[src/rtl/easing_curve_eval_assert.svh]
// ----------------------------------------------------------------------------
// Easing curve evaluator assertion macros
// Shorthand for the concurrent checks at the end of the top level.
// ----------------------------------------------------------------------------
`ifndef EASING_CURVE_EVAL_ASSERT_SVH
`define EASING_CURVE_EVAL_ASSERT_SVH

// Same-cycle implication, disabled while reset is low
`define ECE_ASSERT_IMP(lbl, clk, rstn, ante, cons) \
  lbl: assert property (@(posedge clk) disable iff (!rstn) (ante) |-> (cons)) \
    else $error("easing_curve_eval: check failed");

// Next-cycle implication, disabled while reset is low
`define ECE_ASSERT_NXT(lbl, clk, rstn, ante, cons) \
  lbl: assert property (@(posedge clk) disable iff (!rstn) (ante) |=> (cons)) \
    else $error("easing_curve_eval: check failed");

`endif

[src/rtl/ece_pkg.sv]
// ----------------------------------------------------------------------------
// Easing curve evaluator package
// Curve codes, pipeline control types, constants and the sine table builder.
// ----------------------------------------------------------------------------
package ece_pkg;

  localparam int unsigned FRAC_BITS_DEF  = 16;
  localparam int unsigned SINE_DEPTH_DEF = 256;

  // pi/2 in Q.30
  localparam longint unsigned PI_HALF_Q30 = 64'd1686629713;

  // Taylor series divisors (2n)(2n+1), n = 1..12
  localparam longint unsigned SERIES_DIV [12] = '{
    64'd6, 64'd20, 64'd42, 64'd72, 64'd110, 64'd156,
    64'd210, 64'd272, 64'd342, 64'd420, 64'd506, 64'd600
  };

  // Overshoot curves: 2a in hundredths and the denominator 100 - 2a
  localparam int unsigned OVER_TWO_A [5] = '{50, 60, 70, 76, 80};
  localparam int unsigned OVER_DEN   [5] = '{50, 40, 30, 24, 20};

  typedef enum logic [4:0] {
    CRV_LINEAR      = 5'd0,
    CRV_IN2         = 5'd1,
    CRV_IN3         = 5'd2,
    CRV_IN4         = 5'd3,
    CRV_OUT2        = 5'd4,
    CRV_OUT3        = 5'd5,
    CRV_OUT4        = 5'd6,
    CRV_LINEAR_ALT  = 5'd7,
    CRV_SMOOTH      = 5'd8,
    CRV_INOUT2      = 5'd9,
    CRV_INOUT3      = 5'd10,
    CRV_INOUT4      = 5'd11,
    CRV_OUTIN2      = 5'd12,
    CRV_OUTIN3      = 5'd13,
    CRV_OUTIN4      = 5'd14,
    CRV_STEP_END    = 5'd15,
    CRV_STEP_START  = 5'd16,
    CRV_IN2_ALT     = 5'd17,
    CRV_SINE_OUT    = 5'd18,
    CRV_SINE_IN     = 5'd19,
    CRV_SINE_INOUT  = 5'd20,
    CRV_SINE_OUTIN  = 5'd21,
    CRV_OVER0       = 5'd22,
    CRV_OVER1       = 5'd23,
    CRV_OVER2       = 5'd24,
    CRV_OVER3       = 5'd25,
    CRV_OVER4       = 5'd26,
    CRV_OVER_MIR0   = 5'd27,
    CRV_OVER_MIR1   = 5'd28,
    CRV_OVER_MIR2   = 5'd29,
    CRV_OVER_MIR3   = 5'd30,
    CRV_OVER_MIR4   = 5'd31
  } curve_e;

  typedef enum logic [2:0] {
    MODE_LIN,
    MODE_POW,
    MODE_SMOOTH,
    MODE_SINE,
    MODE_OVER
  } mode_e;

  typedef enum logic [1:0] {
    POW2,
    POW3,
    POW4
  } pow_e;

  // Control that travels down the pipeline with each beat
  typedef struct packed {
    mode_e      mode;
    pow_e       pow_sel;
    logic [2:0] over_sel;
    logic       inv;
    logic       blend;
    logic       hi;
  } ctrl_t;

  // Quarter-wave sine entry from x = angle in Q.30, scaled to frac bits
  function automatic longint unsigned sine_entry(longint unsigned x, int unsigned frac);
    longint unsigned x2;
    longint unsigned term;
    longint          s;
    x2   = (x * x) >> 30;
    term = x;
    s    = longint'(x);
    for (int n = 0; n < 12; n++) begin
      term = ((term * x2) >> 30) / SERIES_DIV[n];
      if ((n % 2) == 0) begin
        s = s - longint'(term);
      end else begin
        s = s + longint'(term);
      end
    end
    if (s < 0) begin
      s = 0;
    end
    if (s > (longint'(1) << 30)) begin
      s = longint'(1) << 30;
    end
    return ((longint'(s) * (longint'(1) << frac)) + (longint'(1) << 29)) >> 30;
  endfunction

endpackage

[src/rtl/ece_back.sv]
// ----------------------------------------------------------------------------
// Easing curve evaluator back stage
// Undoes the mirror, folds blends into their half, saturates, registers out.
// ----------------------------------------------------------------------------
module ece_back #(
  parameter int unsigned FRAC_BITS = ece_pkg::FRAC_BITS_DEF
) (
  input  logic                         clk_i,
  input  logic                         rst_ni,
  input  logic                         valid_i,
  input  logic signed [FRAC_BITS+3:0]  core_i,
  input  ece_pkg::ctrl_t               ctrl_i,
  output logic                         done_o,
  output logic signed [FRAC_BITS+1:0]  eased_value_o
);

  localparam int unsigned F  = FRAC_BITS;
  localparam int unsigned CW = F + 4;
  localparam logic signed [CW-1:0] ONE_S  = {{(CW-F-1){1'b0}}, 1'b1, {F{1'b0}}};
  localparam logic signed [CW-1:0] HALF_S = ONE_S >>> 1;
  localparam logic signed [CW-1:0] OMAX   = {3'b000, {(F+1){1'b1}}};
  localparam logic signed [CW-1:0] OMIN   = {3'b111, {(F+1){1'b0}}};

  logic signed [CW-1:0] y;
  logic signed [CW-1:0] half_y;
  logic signed [CW-1:0] val;
  logic signed [CW-1:0] sat;
  logic                 done_q;
  logic signed [F+1:0]  value_q;

  // Mirror back, halve with round-half-up for blends, add the upper offset
  assign y      = ctrl_i.inv ? (ONE_S - core_i) : core_i;
  assign half_y = ((y + CW'(1)) >>> 1) + (ctrl_i.hi ? HALF_S : '0);
  assign val    = ctrl_i.blend ? half_y : y;
  assign sat    = (val > OMAX) ? OMAX : ((val < OMIN) ? OMIN : val);

  always_ff @(posedge clk_i or negedge rst_ni) begin
    if (!rst_ni) begin
      done_q <= 1'b0;
    end else begin
      done_q <= valid_i;
    end
  end

  always_ff @(posedge clk_i) begin
    value_q <= sat[F+1:0];
  end

  assign done_o        = done_q;
  assign eased_value_o = value_q;

endmodule

[config.mk]
export PLATFORM = sky130hd
export DESIGN_NAME = ece_back
export DESIGN_NICKNAME = d
export VERILOG_FILES = /design/src/rtl/easing_curve_eval_assert.svh /design/src/rtl/ece_pkg.sv /design/src/rtl/ece_back.sv
export SDC_FILE = /design/constraint.sdc
export NUM_CORES = 1
export LEC_CHECK = 0
export ABC_AREA = 1
export BUFFER_PORTS_ARGS = -buffer_cell sky130_fd_sc_hd__buf_2
export CAP_MARGIN = 20
export CORE_AREA = 4 4 69 71
export DETAILED_ROUTE_END_ITERATION = 12
export DIE_AREA = 0 0 73 75
export PLACE_DENSITY = 0.77
export SLEW_MARGIN = 0
export SYNTH_ARGS = -nofsm -noshare
export SYNTH_HDL_FRONTEND = slang
export SYNTH_SLANG_ARGS = --single-unit
[constraint.sdc]
create_clock -name clk_i -period 0.8 [get_ports clk_i]
set_input_delay 0.12 -clock clk_i [delete_from_list [all_inputs] [get_ports clk_i]]
set_output_delay 0.12 -clock clk_i [all_outputs]
set_load 0.05 [all_outputs]
-- Yosys cells after proc, flatten, opt, wreduce, memory -nomap -nowiden
Cells that the tools add are included.
- bits in registers: 19
- latch bits: 0
- memory bits (writable): 0
- bits in read-only memories: 0
- output and inout port bits: 19
- memories kept: 0
- add/subtract/negate cells: 3
- multiply operators: 0
- divide/modulo/power cells: 0
- order comparisons: 2
- equal/unequal tests: 0
- shift-type cells: 0
- mux-type cells: 4
- bitwise operators: 0
- reductions and logical operators: 0
- operators with widths (cell ; number):
    two-way mux 20 bit ; 2
    adder 19 x 16 -> 20 bit ; 1
    adder 20 x 1 -> 20 bit (second input constant) ; 1
    greater-than comparator 20 x 18 -> 1 bit (second input constant) ; 1
    less-than comparator 20 x 18 -> 1 bit (second input constant) ; 1
    subtractor 18 x 20 -> 20 bit (first input constant) ; 1
    two-way mux 18 bit ; 1
    two-way mux 16 bit ; 1

-- Depth between registers and ports, before layout
- depth in word-level cells: 7
- depth in mapped cells: 28
- mapped depth without buffers: 27

-- Least setup slack after synthesis
No wires, ideal clock.
- path kind: input to register
- start point: input core_i[0]
- end point: register value_q[0], in the netlist eased_value_o[0]
- library setup time: 0.057 ns
- arrival time: 2.869 ns
- data required time: 0.743 ns
- setup slack: -2.126 ns
- cell stages on the path: 27
- buffers on the path: 1
- cell sequence: inv_2 > ha_1 > inv_1 > nand2_1 > nand2_1 > inv_1 > ha_1 > inv_1 > nor2_2 > nand3_2 > nor2_2 > nand3_2 > nor2_4 > inv_1 > nor4_1 > xor2_1 > inv_1 > ha_1 > ha_1 > nand3_1 > nand3_1 > nand2_1 > nand3_2 > nand2_4 > buf_6 > nand2_2 > nand2_2
- cells in the longest elaborated chain, start to end: 7
- RTL lines (item ; line ; RTL):
    start, declared ; ece_back.sv:11 ; input logic signed [FRAC_BITS+3:0] core_i,
    subtractor 18 x 20 -> 20 bit ; ece_back.sv:32 ; assign y = ctrl_i.inv ? (ONE_S - core_i) : core_i;
    two-way mux 20 bit (*) ; ece_back.sv:32 ;
    adder 20 x 1 -> 20 bit ; ece_back.sv:33 ; assign half_y = ((y + CW'(1)) >>> 1) + (ctrl_i.hi ? HALF_S : '0);
    adder 19 x 16 -> 20 bit ; ece_back.sv:33 ;
    two-way mux 20 bit (*) ; ece_back.sv:34 ; assign val = ctrl_i.blend ? half_y : y;
    less-than comparator 20 x 18 -> 1 bit ; ece_back.sv:35 ; assign sat = (val > OMAX) ? OMAX : ((val < OMIN) ? OMIN : val);
    two-way mux 18 bit ; ece_back.sv:35 ;
    end signal, assigned ; ece_back.sv:46 ; value_q <= sat[F+1:0];
    end, declared ; ece_back.sv:29 ; logic signed [F+1:0] value_q;
Mark *: on every way between the ends. The rest lies on a longest branch, timed or not.
A chain may end at the register's enable or synchronous reset.

-- Final worst setup path
- start point: input core_i[0]
- end point: register value_q[7], in the netlist eased_value_o[7]
The elaborated chain is that of the path after synthesis.

==> flow_summary.json <==
{
  "timing.final.crit_period_ps": 2850,
  "die-area_um2": 5480,
  "ctsLongestPathBuffers": 2,
  "max-slew-margin-rel_pct": 73.3,
  "post_drt_wl_per_cell_um": 14.9,
  "postRouteAntennaNets": 0,
  "dp.final_hpwl_um": 4520,
  "ctsHtreeMaxLevel": 1,
  "max_clock_freq_ghz": 0.351,
  "syn_to_final_growth_pct": 65.9,
  "antenna_found_initial": 0,
  "drt-initial-drc-count": 256,
  "drv_cap": 0,
  "critPathLaunch": "core_i[0]",
  "tritoncts_clock_tree": "yes",
  "critPathKind": "in2reg",
  "final_nets": 522,
  "synth.net_count": 392,
  "wirelength_um": 7950,
  "synth.cell_area_um2": 2150,
  "largest_net_degree_at_the_start_of_global_routing": 21,
  "globalplace.congestion": 0.833,
  "worstSetupEndpointType": "flop",
  "total_count_of_max_transition_violations_in_the_final_report": 0,
  "failed_checks": "setup timing",
  "detail_route.vias_per_cell": 5.23,
  "final_period_util_pct": 356,
  "die_width_um": 73,
  "fp.dieH_um": 75,
  "cts_root_buffer": "clkbuf_8",
  "power_leakage_nw": 1.82,
  "grt_usage_pct": 25.8,
  "cts-buffers-inserted": 3,
  "post_synth_inst_count": 354,
  "overflow": 0,
  "setup_viol": 37,
  "synth.lib_cells_used.distinct": 31,
  "antenna-diode-count": 0,
  "start_util_pct": 50.7,
  "crit_arrival_ps": 2990,
  "drive_above_1_share_pct": 52.4,
  "synth.yosys.seq_area_share_pct": 18.0,
  "irDropWorstVdd_uv": 771,
  "placed_cell_area_um2": 3010,
  "cts.reportedPaths.clkPinSlew_ps": 70,
  "final_core_util_pct": 84.1,
  "rows": 24,
  "fin_ws_ps": -2050,
  "fin_hold_ws_ps": 164,
  "finalHoldViolations": 0,
  "design.core.area_um2": 4230,
  "pin_slew_with_the_least_headroom_to_its_limit_ps": 396,
  "number_of_global_route_vias_before_repair": 2560,
  "io-pin-count": 53,
  "worst_hold_path_type": "in2async",
  "route.vias.total": 2799,
  "buffer_ports.inserted": 44,
  "drt_pass1_iterations": 5,
  "clock_sink_count": 19,
  "outcome": "finished, violations left",
  "critPathMaxFanout": 4,
  "synth-seq-cells": 19,
  "grt_first_pass_wirelength_um": 11300,
  "layout.filler_cells": 228,
  "worst_ep_required_time_ps": 950,
  "grt_setup_unrepaired": "true",
  "crit_path_start_kind": "input pin",
  "drc": 0,
  "synth_warnings": 0,
  "power_density_nw_per_um2": 1290,
  "synthesis.area_per_instance_um2": 6.06,
  "layout.cell_area.non_filler_um2": 3560
}
## per-stage QoR
stage / TNS (ps) / setup slack (ps) / std cells / power (mW)
after floorplan: -33290 / -1920 / 354 / 2.56
after global placement: -38120 / -2140 / 517 / 3.14
after detailed placement: -42000 / -2360 / 517 / 3.19
after CTS: -34180 / -1880 / 532 / 4.26
after global routing: -39930 / -2210 / 535 / 4.80
final: -36770 / -2050 / 535 / 4.59
## kinds of logic (layout without fill, tap and decap cells)
family,Yosys count,after routing,synth area share [%]
xor gates and xnor gates,7,7,2.86
and+or+nand+nor,247,251,59.8
adders and majority gates,4,4,2.33
buffers and inverters,54,179,11.1
AOI/OAI and AO/OA,23,23,5.89
DFF,19,19,18.0
## area by class of cell
class	instances	area [µm²]	share of cell area (%)
multi-input cells	285	1770	49.6
well taps	52	65.1	1.83
repair buffers	129	1070	30.2
clock buffers	4	45.0	1.27
flip-flops and latches	19	408	11.5
inverters	46	200	5.62
## synthesized netlist by cell type
cell type,n,area share (%)
buf_6,2,1.0
inv_1,37,6.5
o22ai_1,2,0.58
a31oi_1,1,0.29
xor2_1,7,2.9
a21oi_1,3,0.70
nor3_1,2,0.47
nor2_2,8,2.3
nand2_1,112,20
o21ai_2,1,0.41
nand2_4,8,4.2
nand2_2,36,10
inv_2,9,1.6
buf_2,1,0.23
dfrtp_1,1,1.2
nand3_1,25,5.8
o21ai_0,13,3.0
o21ai_1,2,0.47
dfxtp_1,18,17
nor2_8,1,0.93
buf_12,1,0.93
nor2_1,24,4.2
nand3b_1,6,2.1
nand3_2,7,3.3
nor4_1,1,0.29
nand4_1,12,3.5
ha_1,4,2.3
clkbuf_1,3,0.52
a21oi_2,1,0.41
buf_4,1,0.35
nor2_4,5,2.6
## worst paths after layout
path,endpoint,depth (start not counted)
setup / recovery,eased_value_o[7],28
hold / removal,done_o,2
max in group asynchronous,done_o,2
min in group clk_i,eased_value_o[17],3
## sequential cells by signal (all words and copies together) (netlist names)
register	flops
eased_value_o	18
done_o	1
## power by group
group          total, mW  leakage, nW  switching (mW)  internal, mW
Sequential          1.22        0.159          0.0929          1.12
Combinational       2.69         1.64            1.62          1.07
Clock              0.692       0.0228           0.337         0.355
Total               4.59         1.82            2.05          2.55
## metal layers
metal	global-route usage, %	share of wire (%)	vias to the layer above	routed length [µm]
li1	-	-	1378	-
met4	7.79	3.8	0	305
met3	2.54	5.6	35	445
met1	29.8	40	1245	3210
met2	49.7	50	141	3990
met5	0	0	-	0
## cells in the final DEF (no fill, tap or decap), types with 9 or more instances in the layout
cell type and instances:
nand2_1 101, buf_4 80, nand2_2 44, inv_1 30, nor2_1 24, nand3_1 23
buf_2 23, dfxtp_2 18, inv_2 13, o21ai_0 13, nand4_1 12, nand2_4 11
buf_6 11, buf_8 9
## timing repair
action / in CTS / in global routing
setup buffers: 5 / 3
setup endpoints to repair: 37 / 37
hold buffers: 2 / 0
resized for setup: 83 / 21
pin swaps: 16 / 3
hold endpoints to repair: 2 / 0
cloned: 4 / 0
## worst max-delay path: stages
cell     delay (ps)
buf_12           90
inv_12           30
ha_4            250
inv_2            30
nand2_2          50
nand2_2          60
inv_2            60
ha_4            130
inv_2            40
nor2_4          110
nand3_4          90
nor2_4          120
nand3_4         100
nor2_4          100
inv_2            50
nor4_4          160
xor2_1          120
inv_1           100
ha_4            150
ha_4            140
nand3_4          60
nor2_1          130
nand2_1         120
o21ai_4         140
buf_12          170
nand2_4          80
nand2_1         110
nand2_1          80
Note: power is estimated with default switching activity, not from simulation.
