**src/rtl/easing_curve_eval_assert.svh**
```systemverilog
// ----------------------------------------------------------------------------
// Easing curve evaluator assertion macros
// Shorthand for the concurrent checks at the end of the top level.
// ----------------------------------------------------------------------------
`ifndef EASING_CURVE_EVAL_ASSERT_SVH
`define EASING_CURVE_EVAL_ASSERT_SVH

// Same-cycle implication, disabled while reset is low
`define ECE_ASSERT_IMP(lbl, clk, rstn, ante, cons) \
  lbl: assert property (@(posedge clk) disable iff (!rstn) (ante) |-> (cons)) \
    else $error("easing_curve_eval: check failed");

// Next-cycle implication, disabled while reset is low
`define ECE_ASSERT_NXT(lbl, clk, rstn, ante, cons) \
  lbl: assert property (@(posedge clk) disable iff (!rstn) (ante) |=> (cons)) \
    else $error("easing_curve_eval: check failed");

`endif

```
**src/rtl/ece_pkg.sv**
```systemverilog
// ----------------------------------------------------------------------------
// Easing curve evaluator package
// Curve codes, pipeline control types, constants and the sine table builder.
// ----------------------------------------------------------------------------
package ece_pkg;

  localparam int unsigned FRAC_BITS_DEF  = 16;
  localparam int unsigned SINE_DEPTH_DEF = 256;

  // pi/2 in Q.30
  localparam longint unsigned PI_HALF_Q30 = 64'd1686629713;

  // Taylor series divisors (2n)(2n+1), n = 1..12
  localparam longint unsigned SERIES_DIV [12] = '{
    64'd6, 64'd20, 64'd42, 64'd72, 64'd110, 64'd156,
    64'd210, 64'd272, 64'd342, 64'd420, 64'd506, 64'd600
  };

  // Overshoot curves: 2a in hundredths and the denominator 100 - 2a
  localparam int unsigned OVER_TWO_A [5] = '{50, 60, 70, 76, 80};
  localparam int unsigned OVER_DEN   [5] = '{50, 40, 30, 24, 20};

  typedef enum logic [4:0] {
    CRV_LINEAR      = 5'd0,
    CRV_IN2         = 5'd1,
    CRV_IN3         = 5'd2,
    CRV_IN4         = 5'd3,
    CRV_OUT2        = 5'd4,
    CRV_OUT3        = 5'd5,
    CRV_OUT4        = 5'd6,
    CRV_LINEAR_ALT  = 5'd7,
    CRV_SMOOTH      = 5'd8,
    CRV_INOUT2      = 5'd9,
    CRV_INOUT3      = 5'd10,
    CRV_INOUT4      = 5'd11,
    CRV_OUTIN2      = 5'd12,
    CRV_OUTIN3      = 5'd13,
    CRV_OUTIN4      = 5'd14,
    CRV_STEP_END    = 5'd15,
    CRV_STEP_START  = 5'd16,
    CRV_IN2_ALT     = 5'd17,
    CRV_SINE_OUT    = 5'd18,
    CRV_SINE_IN     = 5'd19,
    CRV_SINE_INOUT  = 5'd20,
    CRV_SINE_OUTIN  = 5'd21,
    CRV_OVER0       = 5'd22,
    CRV_OVER1       = 5'd23,
    CRV_OVER2       = 5'd24,
    CRV_OVER3       = 5'd25,
    CRV_OVER4       = 5'd26,
    CRV_OVER_MIR0   = 5'd27,
    CRV_OVER_MIR1   = 5'd28,
    CRV_OVER_MIR2   = 5'd29,
    CRV_OVER_MIR3   = 5'd30,
    CRV_OVER_MIR4   = 5'd31
  } curve_e;

  typedef enum logic [2:0] {
    MODE_LIN,
    MODE_POW,
    MODE_SMOOTH,
    MODE_SINE,
    MODE_OVER
  } mode_e;

  typedef enum logic [1:0] {
    POW2,
    POW3,
    POW4
  } pow_e;

  // Control that travels down the pipeline with each beat
  typedef struct packed {
    mode_e      mode;
    pow_e       pow_sel;
    logic [2:0] over_sel;
    logic       inv;
    logic       blend;
    logic       hi;
  } ctrl_t;

  // Quarter-wave sine entry from x = angle in Q.30, scaled to frac bits
  function automatic longint unsigned sine_entry(longint unsigned x, int unsigned frac);
    longint unsigned x2;
    longint unsigned term;
    longint          s;
    x2   = (x * x) >> 30;
    term = x;
    s    = longint'(x);
    for (int n = 0; n < 12; n++) begin
      term = ((term * x2) >> 30) / SERIES_DIV[n];
      if ((n % 2) == 0) begin
        s = s - longint'(term);
      end else begin
        s = s + longint'(term);
      end
    end
    if (s < 0) begin
      s = 0;
    end
    if (s > (longint'(1) << 30)) begin
      s = longint'(1) << 30;
    end
    return ((longint'(s) * (longint'(1) << frac)) + (longint'(1) << 29)) >> 30;
  endfunction

endpackage

```
**src/rtl/ece_front.sv**
```systemverilog
// ----------------------------------------------------------------------------
// Easing curve evaluator front stage
// Clamps the inputs, decodes the curve and forms the shaped argument x.
// ----------------------------------------------------------------------------
module ece_front #(
  parameter int unsigned FRAC_BITS = ece_pkg::FRAC_BITS_DEF
) (
  input  logic                  clk_i,
  input  logic                  rst_ni,
  input  logic                  take_i,
  input  logic [7:0]            command_i,
  input  logic [FRAC_BITS:0]    t_in_i,
  output logic                  valid_o,
  output logic [FRAC_BITS:0]    x_o,
  output ece_pkg::ctrl_t        ctrl_o
);

  localparam int unsigned F = FRAC_BITS;
  localparam logic [F:0] ONE  = {1'b1, {F{1'b0}}};
  localparam logic [F:0] HALF = {2'b01, {(F-1){1'b0}}};

  logic [F:0]       t_sat;
  logic             hi;
  logic [F+1:0]     w2_wide;
  logic [F:0]       w;
  ece_pkg::curve_e  crv;
  ece_pkg::ctrl_t   ctrl_d;
  logic             inv_lo;
  logic             inv_hi;
  logic             step_end;
  logic             step_start;
  logic [F:0]       x_d;
  logic             valid_q;
  logic [F:0]       x_q;
  ece_pkg::ctrl_t   ctrl_q;

  // Clamp progress to one and unknown codes to linear
  assign t_sat = (t_in_i > ONE) ? ONE : t_in_i;
  assign crv   = (command_i > 8'd31) ? ece_pkg::CRV_LINEAR : ece_pkg::curve_e'(command_i[4:0]);
  assign hi    = (t_sat >= HALF);

  // Blend argument: 2t below the midpoint, 2t - 1 above it
  assign w2_wide = {t_sat, 1'b0} - (hi ? {1'b0, ONE} : '0);

  // Decode the curve into core mode and mirror flags
  always_comb begin
    ctrl_d          = '0;
    ctrl_d.mode     = ece_pkg::MODE_LIN;
    ctrl_d.pow_sel  = ece_pkg::POW2;
    ctrl_d.hi       = hi;
    inv_lo          = 1'b0;
    inv_hi          = 1'b0;
    step_end        = 1'b0;
    step_start      = 1'b0;
    case (crv)
      ece_pkg::CRV_IN2, ece_pkg::CRV_IN2_ALT: begin
        ctrl_d.mode = ece_pkg::MODE_POW;
      end
      ece_pkg::CRV_IN3: begin
        ctrl_d.mode = ece_pkg::MODE_POW; ctrl_d.pow_sel = ece_pkg::POW3;
      end
      ece_pkg::CRV_IN4: begin
        ctrl_d.mode = ece_pkg::MODE_POW; ctrl_d.pow_sel = ece_pkg::POW4;
      end
      ece_pkg::CRV_OUT2: begin
        ctrl_d.mode = ece_pkg::MODE_POW; inv_lo = 1'b1;
      end
      ece_pkg::CRV_OUT3: begin
        ctrl_d.mode = ece_pkg::MODE_POW; ctrl_d.pow_sel = ece_pkg::POW3; inv_lo = 1'b1;
      end
      ece_pkg::CRV_OUT4: begin
        ctrl_d.mode = ece_pkg::MODE_POW; ctrl_d.pow_sel = ece_pkg::POW4; inv_lo = 1'b1;
      end
      ece_pkg::CRV_SMOOTH: begin
        ctrl_d.mode = ece_pkg::MODE_SMOOTH;
      end
      ece_pkg::CRV_INOUT2: begin
        ctrl_d.mode = ece_pkg::MODE_POW; ctrl_d.blend = 1'b1; inv_hi = 1'b1;
      end
      ece_pkg::CRV_INOUT3: begin
        ctrl_d.mode = ece_pkg::MODE_POW; ctrl_d.pow_sel = ece_pkg::POW3;
        ctrl_d.blend = 1'b1; inv_hi = 1'b1;
      end
      ece_pkg::CRV_INOUT4: begin
        ctrl_d.mode = ece_pkg::MODE_POW; ctrl_d.pow_sel = ece_pkg::POW4;
        ctrl_d.blend = 1'b1; inv_hi = 1'b1;
      end
      ece_pkg::CRV_OUTIN2: begin
        ctrl_d.mode = ece_pkg::MODE_POW; ctrl_d.blend = 1'b1; inv_lo = 1'b1;
      end
      ece_pkg::CRV_OUTIN3: begin
        ctrl_d.mode = ece_pkg::MODE_POW; ctrl_d.pow_sel = ece_pkg::POW3;
        ctrl_d.blend = 1'b1; inv_lo = 1'b1;
      end
      ece_pkg::CRV_OUTIN4: begin
        ctrl_d.mode = ece_pkg::MODE_POW; ctrl_d.pow_sel = ece_pkg::POW4;
        ctrl_d.blend = 1'b1; inv_lo = 1'b1;
      end
      ece_pkg::CRV_STEP_END: begin
        step_end = 1'b1;
      end
      ece_pkg::CRV_STEP_START: begin
        step_start = 1'b1;
      end
      ece_pkg::CRV_SINE_OUT: begin
        ctrl_d.mode = ece_pkg::MODE_SINE;
      end
      ece_pkg::CRV_SINE_IN: begin
        ctrl_d.mode = ece_pkg::MODE_SINE; inv_lo = 1'b1;
      end
      ece_pkg::CRV_SINE_INOUT: begin
        ctrl_d.mode = ece_pkg::MODE_SINE; ctrl_d.blend = 1'b1; inv_lo = 1'b1;
      end
      ece_pkg::CRV_SINE_OUTIN: begin
        ctrl_d.mode = ece_pkg::MODE_SINE; ctrl_d.blend = 1'b1; inv_hi = 1'b1;
      end
      ece_pkg::CRV_OVER0, ece_pkg::CRV_OVER1, ece_pkg::CRV_OVER2,
      ece_pkg::CRV_OVER3, ece_pkg::CRV_OVER4: begin
        ctrl_d.mode     = ece_pkg::MODE_OVER;
        ctrl_d.over_sel = 3'(crv - ece_pkg::CRV_OVER0);
      end
      ece_pkg::CRV_OVER_MIR0, ece_pkg::CRV_OVER_MIR1, ece_pkg::CRV_OVER_MIR2,
      ece_pkg::CRV_OVER_MIR3, ece_pkg::CRV_OVER_MIR4: begin
        ctrl_d.mode     = ece_pkg::MODE_OVER;
        ctrl_d.over_sel = 3'(crv - ece_pkg::CRV_OVER_MIR0);
        inv_lo          = 1'b1;
      end
      default: begin
        ctrl_d.mode = ece_pkg::MODE_LIN;
      end
    endcase
    // Blends pick the mirror of the active half
    ctrl_d.inv = (ctrl_d.blend && hi) ? inv_hi : inv_lo;
  end

  // Shape the argument: blend rescale, then mirror, steps override
  always_comb begin
    w   = ctrl_d.blend ? w2_wide[F:0] : t_sat;
    x_d = ctrl_d.inv ? (ONE - w) : w;
    if (step_end) begin
      x_d = (t_sat == ONE) ? ONE : '0;
    end else if (step_start) begin
      x_d = (t_sat != '0) ? ONE : '0;
    end
  end

  // Hold the valid bit under reset, payload free-running
  always_ff @(posedge clk_i or negedge rst_ni) begin
    if (!rst_ni) begin
      valid_q <= 1'b0;
    end else begin
      valid_q <= take_i;
    end
  end

  always_ff @(posedge clk_i) begin
    x_q    <= x_d;
    ctrl_q <= ctrl_d;
  end

  assign valid_o = valid_q;
  assign x_o     = x_q;
  assign ctrl_o  = ctrl_q;

endmodule

```
**config.mk**
```make
export PLATFORM = sky130hd
export DESIGN_NAME = ece_front
export DESIGN_NICKNAME = d
export VERILOG_FILES = /design/src/rtl/easing_curve_eval_assert.svh /design/src/rtl/ece_pkg.sv /design/src/rtl/ece_front.sv
export SDC_FILE = /design/constraint.sdc
export NUM_CORES = 1
export LEC_CHECK = 0
export ABC_AREA = 1
export BUFFER_PORTS_ARGS = -buffer_cell sky130_fd_sc_hd__buf_2
export CORE_MARGIN = 4
export CORE_UTILIZATION = 54
export CTS_CLUSTER_DIAMETER = 80
export CTS_CLUSTER_SIZE = 40
export DETAILED_ROUTE_END_ITERATION = 6
export GPL_TIMING_DRIVEN = 0
export PLACE_DENSITY = 0.81
export REMOVE_ABC_BUFFERS = 1
export SYNTH_ARGS = -nofsm -noshare
export SYNTH_HDL_FRONTEND = slang
export SYNTH_SLANG_ARGS = --single-unit
```
**constraint.sdc**
```tcl
create_clock -name clk_i -period 0.8 [get_ports clk_i]
set_input_delay 0.12 -clock clk_i [delete_from_list [all_inputs] [get_ports clk_i]]
set_output_delay 0.12 -clock clk_i [all_outputs]
set_load 0.02 [all_outputs]
```
; ---- Word-level counts from Yosys, hierarchy flattened
; Index checks and enable logic that the tools add are counted.
[totals]
inputBits = 28
mem_count = 0
ram_bits = 0
register_bits = 29
wordCells = 76
latch_bits = 0
mem_bits_ro = 0
[op_classes]
eq_ne = 31
n_div = 0
n_mul = 0
n_reduce_logical = 12
bitwise = 0
magnitude_cmp = 3
n_addsub = 4
muxes = 18
shifts = 0
[op_table]
columns = operator, n
row1 = $mux W17, 8
row2 = $eq A5 B5 Y1 const B, 16
row3 = $eq A5 B4 Y1 const B, 8
row4 = $reduce_or A13 Y1, 2
row5 = $eq A17 B17 Y1 const B, 1
row6 = $ge A17 B16 Y1 const B, 1
row7 = $gt A17 B17 Y1 const B, 1
row8 = $reduce_bool A17 Y1, 1
row9 = $sub A17 B17 Y17, 1
row10 = $sub A17 B17 Y17 const A, 1
row11 = $reduce_or A4 Y1, 4
row12 = $eq A5 B3 Y1 const B, 3
row13 = $pmux W3 S4, 1
row14 = $eq A5 B2 Y1 const B, 2
row15 = $reduce_or A10 Y1, 1
row16 = $reduce_or A5 Y1, 2
row17 = $gt A8 B5 Y1 const B, 1
row18 = $reduce_or A8 Y1, 1
row19 = $mux W1, 6
row20 = $pmux W3 S2, 1
row21 = $eq A5 B1 Y1 const B, 1
row22 = $mux W5, 1
row23 = $pmux W2 S2, 1
row24 = $sub A3 B2 Y3 const B, 1
row25 = other kinds (2), 2

; ---- Depth between registers and ports, before layout
[depth]
depth_word = 10
mapped_depth = 24
depth_no_buf = 23

; ---- Worst setup path after synthesis
; No wires, ideal clock.
[synth_path]
path_type = input port to flip-flop
from = input command_i[7]
to = register x_q[12] (netlist: x_o[12])
required_time_ns = 0.679
path_stages = 21
n_path_buf = 1
setup_time_ns = 0.121
slack_ns = -1.781
arrival_time_ns = 2.461
path_cell_list = inv_1 nand2_2 nor2_1 nand2_1 ha_1 nor2_1 inv_1 nand2_1 nor2_1 nor2_2 nand2_4 buf_12 nand2_1 o21ai_2 ha_1 nand3_1 nor2_1 nand2_1 nor2_4 nor3_1 nor3_2
[synth_via]
elab_chain_len = 10
elab_cells_between_ends = 36
cone_classes = 1 x add/sub / 1 x order compare / 19 x eq/ne / 11 x mux / 4 x reduce/logical
[synth_rtl]
columns = item, line
row1 = from (decl), ece_front.sv:11  ; input logic [7:0] command_i,
row2 = $gt A8 B5 Y1 (*), ece_front.sv:39  ; assign crv = (command_i > 8'd31) ? ece_pkg::CRV_LINEAR : ece_pkg::curve_e'(command_i[4:0]);
row3 = $mux W5 (*), ece_front.sv:39
row4 = $eq A5 B5 Y1 or $eq A5 B4 Y1 (tied branches), ece_front.sv:55  ; case (crv)
row5 = $reduce_or A8 Y1 (no source line), --
row6 = $mux W1, ece_front.sv:55
row7 = $mux W17 or $logic_and A1 B1 Y1 (tied branches), "ece_front.sv:138, ece_front.sv:133"
row8 = $sub A17 B17 Y17 or $mux W1 (tied branches), "ece_front.sv:139, ece_front.sv:133"
row9 = $mux W17, ece_front.sv:139  ; x_d = ctrl_d.inv ? (ONE - w) : w;
row10 = $mux W17, ece_front.sv:142  ; end else if (step_start) begin
row11 = $mux W17 (*), ece_front.sv:140  ; if (step_end) begin
row12 = to (signal assigned), ece_front.sv:157  ; x_q <= x_d;
row13 = to (decl), ece_front.sv:34  ; logic [F:0] x_q;
; Every way passes the cells marked *; elsewhere a longest branch is shown, timed or not.

; ---- Worst setup path in the final report
[layout_path]
from = input t_in_i[10]
to = register x_q[6] (netlist: x_o[6])
[layout_via]
elab_chain_len = 8
elab_cells_between_ends = 11
cone_classes = 2 x add/sub / 2 x order compare / 6 x mux / 1 x reduce/logical
[layout_rtl]
columns = item, line
row1 = from (decl), ece_front.sv:12  ; input logic [FRAC_BITS:0] t_in_i,
row2 = $gt A17 B17 Y1, ece_front.sv:38  ; assign t_sat = (t_in_i > ONE) ? ONE : t_in_i;
row3 = $mux W17 (*), ece_front.sv:38
row4 = $sub A17 B17 Y17 or $ge A17 B16 Y1 (tied branches), "ece_front.sv:43, ece_front.sv:40"
row5 = $mux W17 or $logic_and A1 B1 Y1 (tied branches), "ece_front.sv:138, ece_front.sv:133"
row6 = $sub A17 B17 Y17 or $mux W1 (tied branches), "ece_front.sv:139, ece_front.sv:133"
row7 = $mux W17 (*), ece_front.sv:139
row8 = $mux W17 (*), ece_front.sv:142
row9 = $mux W17 (*), ece_front.sv:140
; Marks and branches as above.

==> impl_metrics.tcl <==
set metrics [dict create \
    hold_viol 0 \
    grtUsageTotal 0.349 \
    cts-root-buf "clkbuf_8" \
    rsz0062_at_grt "yes" \
    path_delay_family "simple AND/OR/NAND/NOR gates" \
    vias_per_cell 6.70 \
    area_delta_synth_final_pct 68.0 \
    grt_pass1_vias 3037 \
    cap_violations 0 \
    worst_pin_slew_ns 0.511 \
    peakVddDrop_v 0.000681 \
    p_sw_mw 1.69 \
    p_comb_frac 0.374 \
    clkTransAtPathRegs_ns 0.07 \
    drt_iter0_drc 660 \
    io_buffer_count 56 \
    fmax_mhz 357 \
    intPower_mw 2.95 \
    via_count 3325 \
    routed_wl_um 12100 \
    hold_ws_ns 0.145 \
    synthMuxAreaShare 0 \
    slew_viol_final 0 \
    routedWlPerCell_um 24.5 \
    seqPwrFrac 0.349 \
    synth_top_family_by_area "simple AND/OR/NAND/NOR gates" \
    synthCells 339 \
    cts_tree "yes" \
    dr.pass1.iters 7 \
    ioPinCount 57 \
    drc 33 \
    grt_overflow 0 \
    final.min_clock_period_ns 2.80 \
    crit_end "x_o[6]$_SDFF_PP0_" \
    clkSinkCount 29 \
    post-route-period-util 3.50 \
    endpoint_kind "flop" \
    grt_max_degree 15 \
    synth-adder-area-share 0.0278 \
    grt_first_pass_wirelength_um 14000 \
    clockPowerShare 0.277 \
    setup_ws_ns -2.00 \
    cp.arrival_ns 2.97 \
    drive_gt1_frac 0.599 \
    fp.dieW_um 72.6 \
    antenna_left 0 \
    crit_type "in2reg" \
    place_area_um2 2520 \
    final_util 0.939 \
    gp_congestion 0.895 \
    startpoint_type "input port" \
    violations "design-rule violations, negative setup slack" \
    crit_cells 16 \
    timing.setup.tns_ns -40.21 \
    synth_seq_cells 29 \
    numCtsBuffers 5 \
    antenna_cells 0 \
    startpoint "t_in_i[10]" \
    nFillCells 121 \
    initial_core_util 0.559 \
    slew-limit-headroom 0.656 \
    swShare 0.364 \
    design_area_um2 3780 \
    crit_required_ns 0.97 \
    leakagePower_nw 1.81 \
    hp-class "in2async" \
    crit_path_top_delay_cell "nand2_1" \
    yosys_warnings 0 \
    power_mw 4.64 \
    synth-compound-area-share 0.155 \
    crit_chain "buf_2, nor2_1, nand2_1, nor2_1, nand2_1, nand2_1, nand2_1, inv_1, o21ai_4, ha_4, buf_6, nand3_4, buf_4, o21ai_1, o21ai_0, a21oi_1" \
    max_stage_delay_ns 0.41 \
    row_count 23 \
    antenna_found_initial 0 \
    fin_nets 479 \
    hpwl_um 4250 \
    cpMostUsedCell "nand2_1" \
    die_area_um2 5270 \
    clock_path_buffers 2 \
    status "complete, but fails checks" \
    die_h_um 72.6 \
    h-tree-depth 2 \
    synth_cell_types 41 \
    synth_xor_area_frac 0 \
    critical_path.max_fanout 12 \
    postSynthAreaPerCell_um2 6.65 \
    yosysSeqAreaShare 0.260 \
    p_per_area_nw_per_um2 1230 \
    netlist_area_um2 2250 \
    coreArea_um2 4030 \
    cp_num_buf_inv 4 \
    finalSetupViolCount 56 \
    synth-simple-area-share 0.459 \
]
[through the flow]
step                      setup slack [ns]  cells
after detailed placement             -2.74    437
final                                -2.00    496
after global placement               -2.73    437
after floorplan                      -2.11    331
after global routing                 -2.08    496
after CTS                            -1.36    480
[worst min path at each step]
stage	start	end	slack [ns]
after global placement	rst_ni	valid_o$_DFF_PN0_	-0.11
after detailed placement	rst_ni	valid_o$_DFF_PN0_	-0.10
after global routing	rst_ni	valid_o$_DFF_PN0_	0.16
after floorplan	rst_ni	valid_o$_DFF_PN0_	-0.18
final	rst_ni	valid_o$_DFF_PN0_	0.14
after CTS	t_in_i[15]	ctrl_o[0]$_DFF_P_	0.12
[area by class of cell]
type	instances	area, um2	share of cell area
multi-input combinational	264	1890	0.499
timing repair buffer	107	960	0.254
sequential	29	619	0.164
inverter	39	169	0.0446
clock buffer	7	86.3	0.0228
tap	50	62.6	0.0165
[registers in the layout, summed over array words and instances (netlist names)]
signal   flops
x_o         17
ctrl_o      11
valid_o      1
[logic make-up after synthesis]
logic type	Yosys count
adders and majority gates	5
DFF	29
buffers and inverters	47
AOI/OAI and AO/OA	55
and+or+nand+nor	203
[synthesized netlist by cell type, drive strengths merged]
cell    count  area share
and2        1      0.0028
o21a        1      0.0033
dfxtp      28        0.25
inv        39       0.066
dfrtp       1       0.011
nor3       10       0.029
o221ai      2      0.0078
o21ai      24       0.070
ha          5       0.028
o211ai      1      0.0033
nand3      25       0.070
a31oi       1      0.0028
buf         7       0.031
a41oi       1      0.0039
a21oi      22       0.054
clkbuf      1      0.0017
nor2       54        0.12
nor4        2      0.0056
nor3b       1      0.0033
or2         1      0.0028
nand2     102        0.20
a21boi      3       0.010
nand4       7       0.029
[layer usage]
metal / track usage / vias up / wire [um]
met5: 0 / - / 0
met4: 0.297 / 0 / 1340
met3: 0.113 / 167 / 1620
met2: 0.579 / 385 / 5340
met1: 0.349 / 1444 / 3840
li1: - / 1329 / -
[power by group through the flow]
stage,sequential (mW),clock (mW),combinational [mW]
floorplan,1.74,0,0.549
global placement,1.60,0,0.963
detailed placement,1.60,0,0.975
CTS,1.61,1.26,1.34
global route,1.63,1.33,1.80
finish,1.62,1.29,1.74
[layout by cell type (no fill, tap or decap), drive strengths merged, types with 2 or more instances in the layout]
cell type    count
ha               5
clkbuf           7
nor4             2
a21boi           3
buf            105
nor3            10
dlygate4sd3      2
nand3           25
a21oi           22
dfxtp           28
nand4            7
nand2          103
nor2            54
o221ai           2
o21ai           24
inv             38
[what timing repair did]
| action | CTS | global route |
|---|---|---|
| endpoints found under the hold margin | 2 | 0 |
| gates resized for setup | 172 | 63 |
| pin swaps | 37 | 39 |
| setup endpoints to repair | 56 | 56 |
| hold buffers | 2 | 0 |
| buffers inserted | 33 | 17 |
| gates cloned | 1 | 0 |
Note: power is estimated with default switching activity, not from simulation.
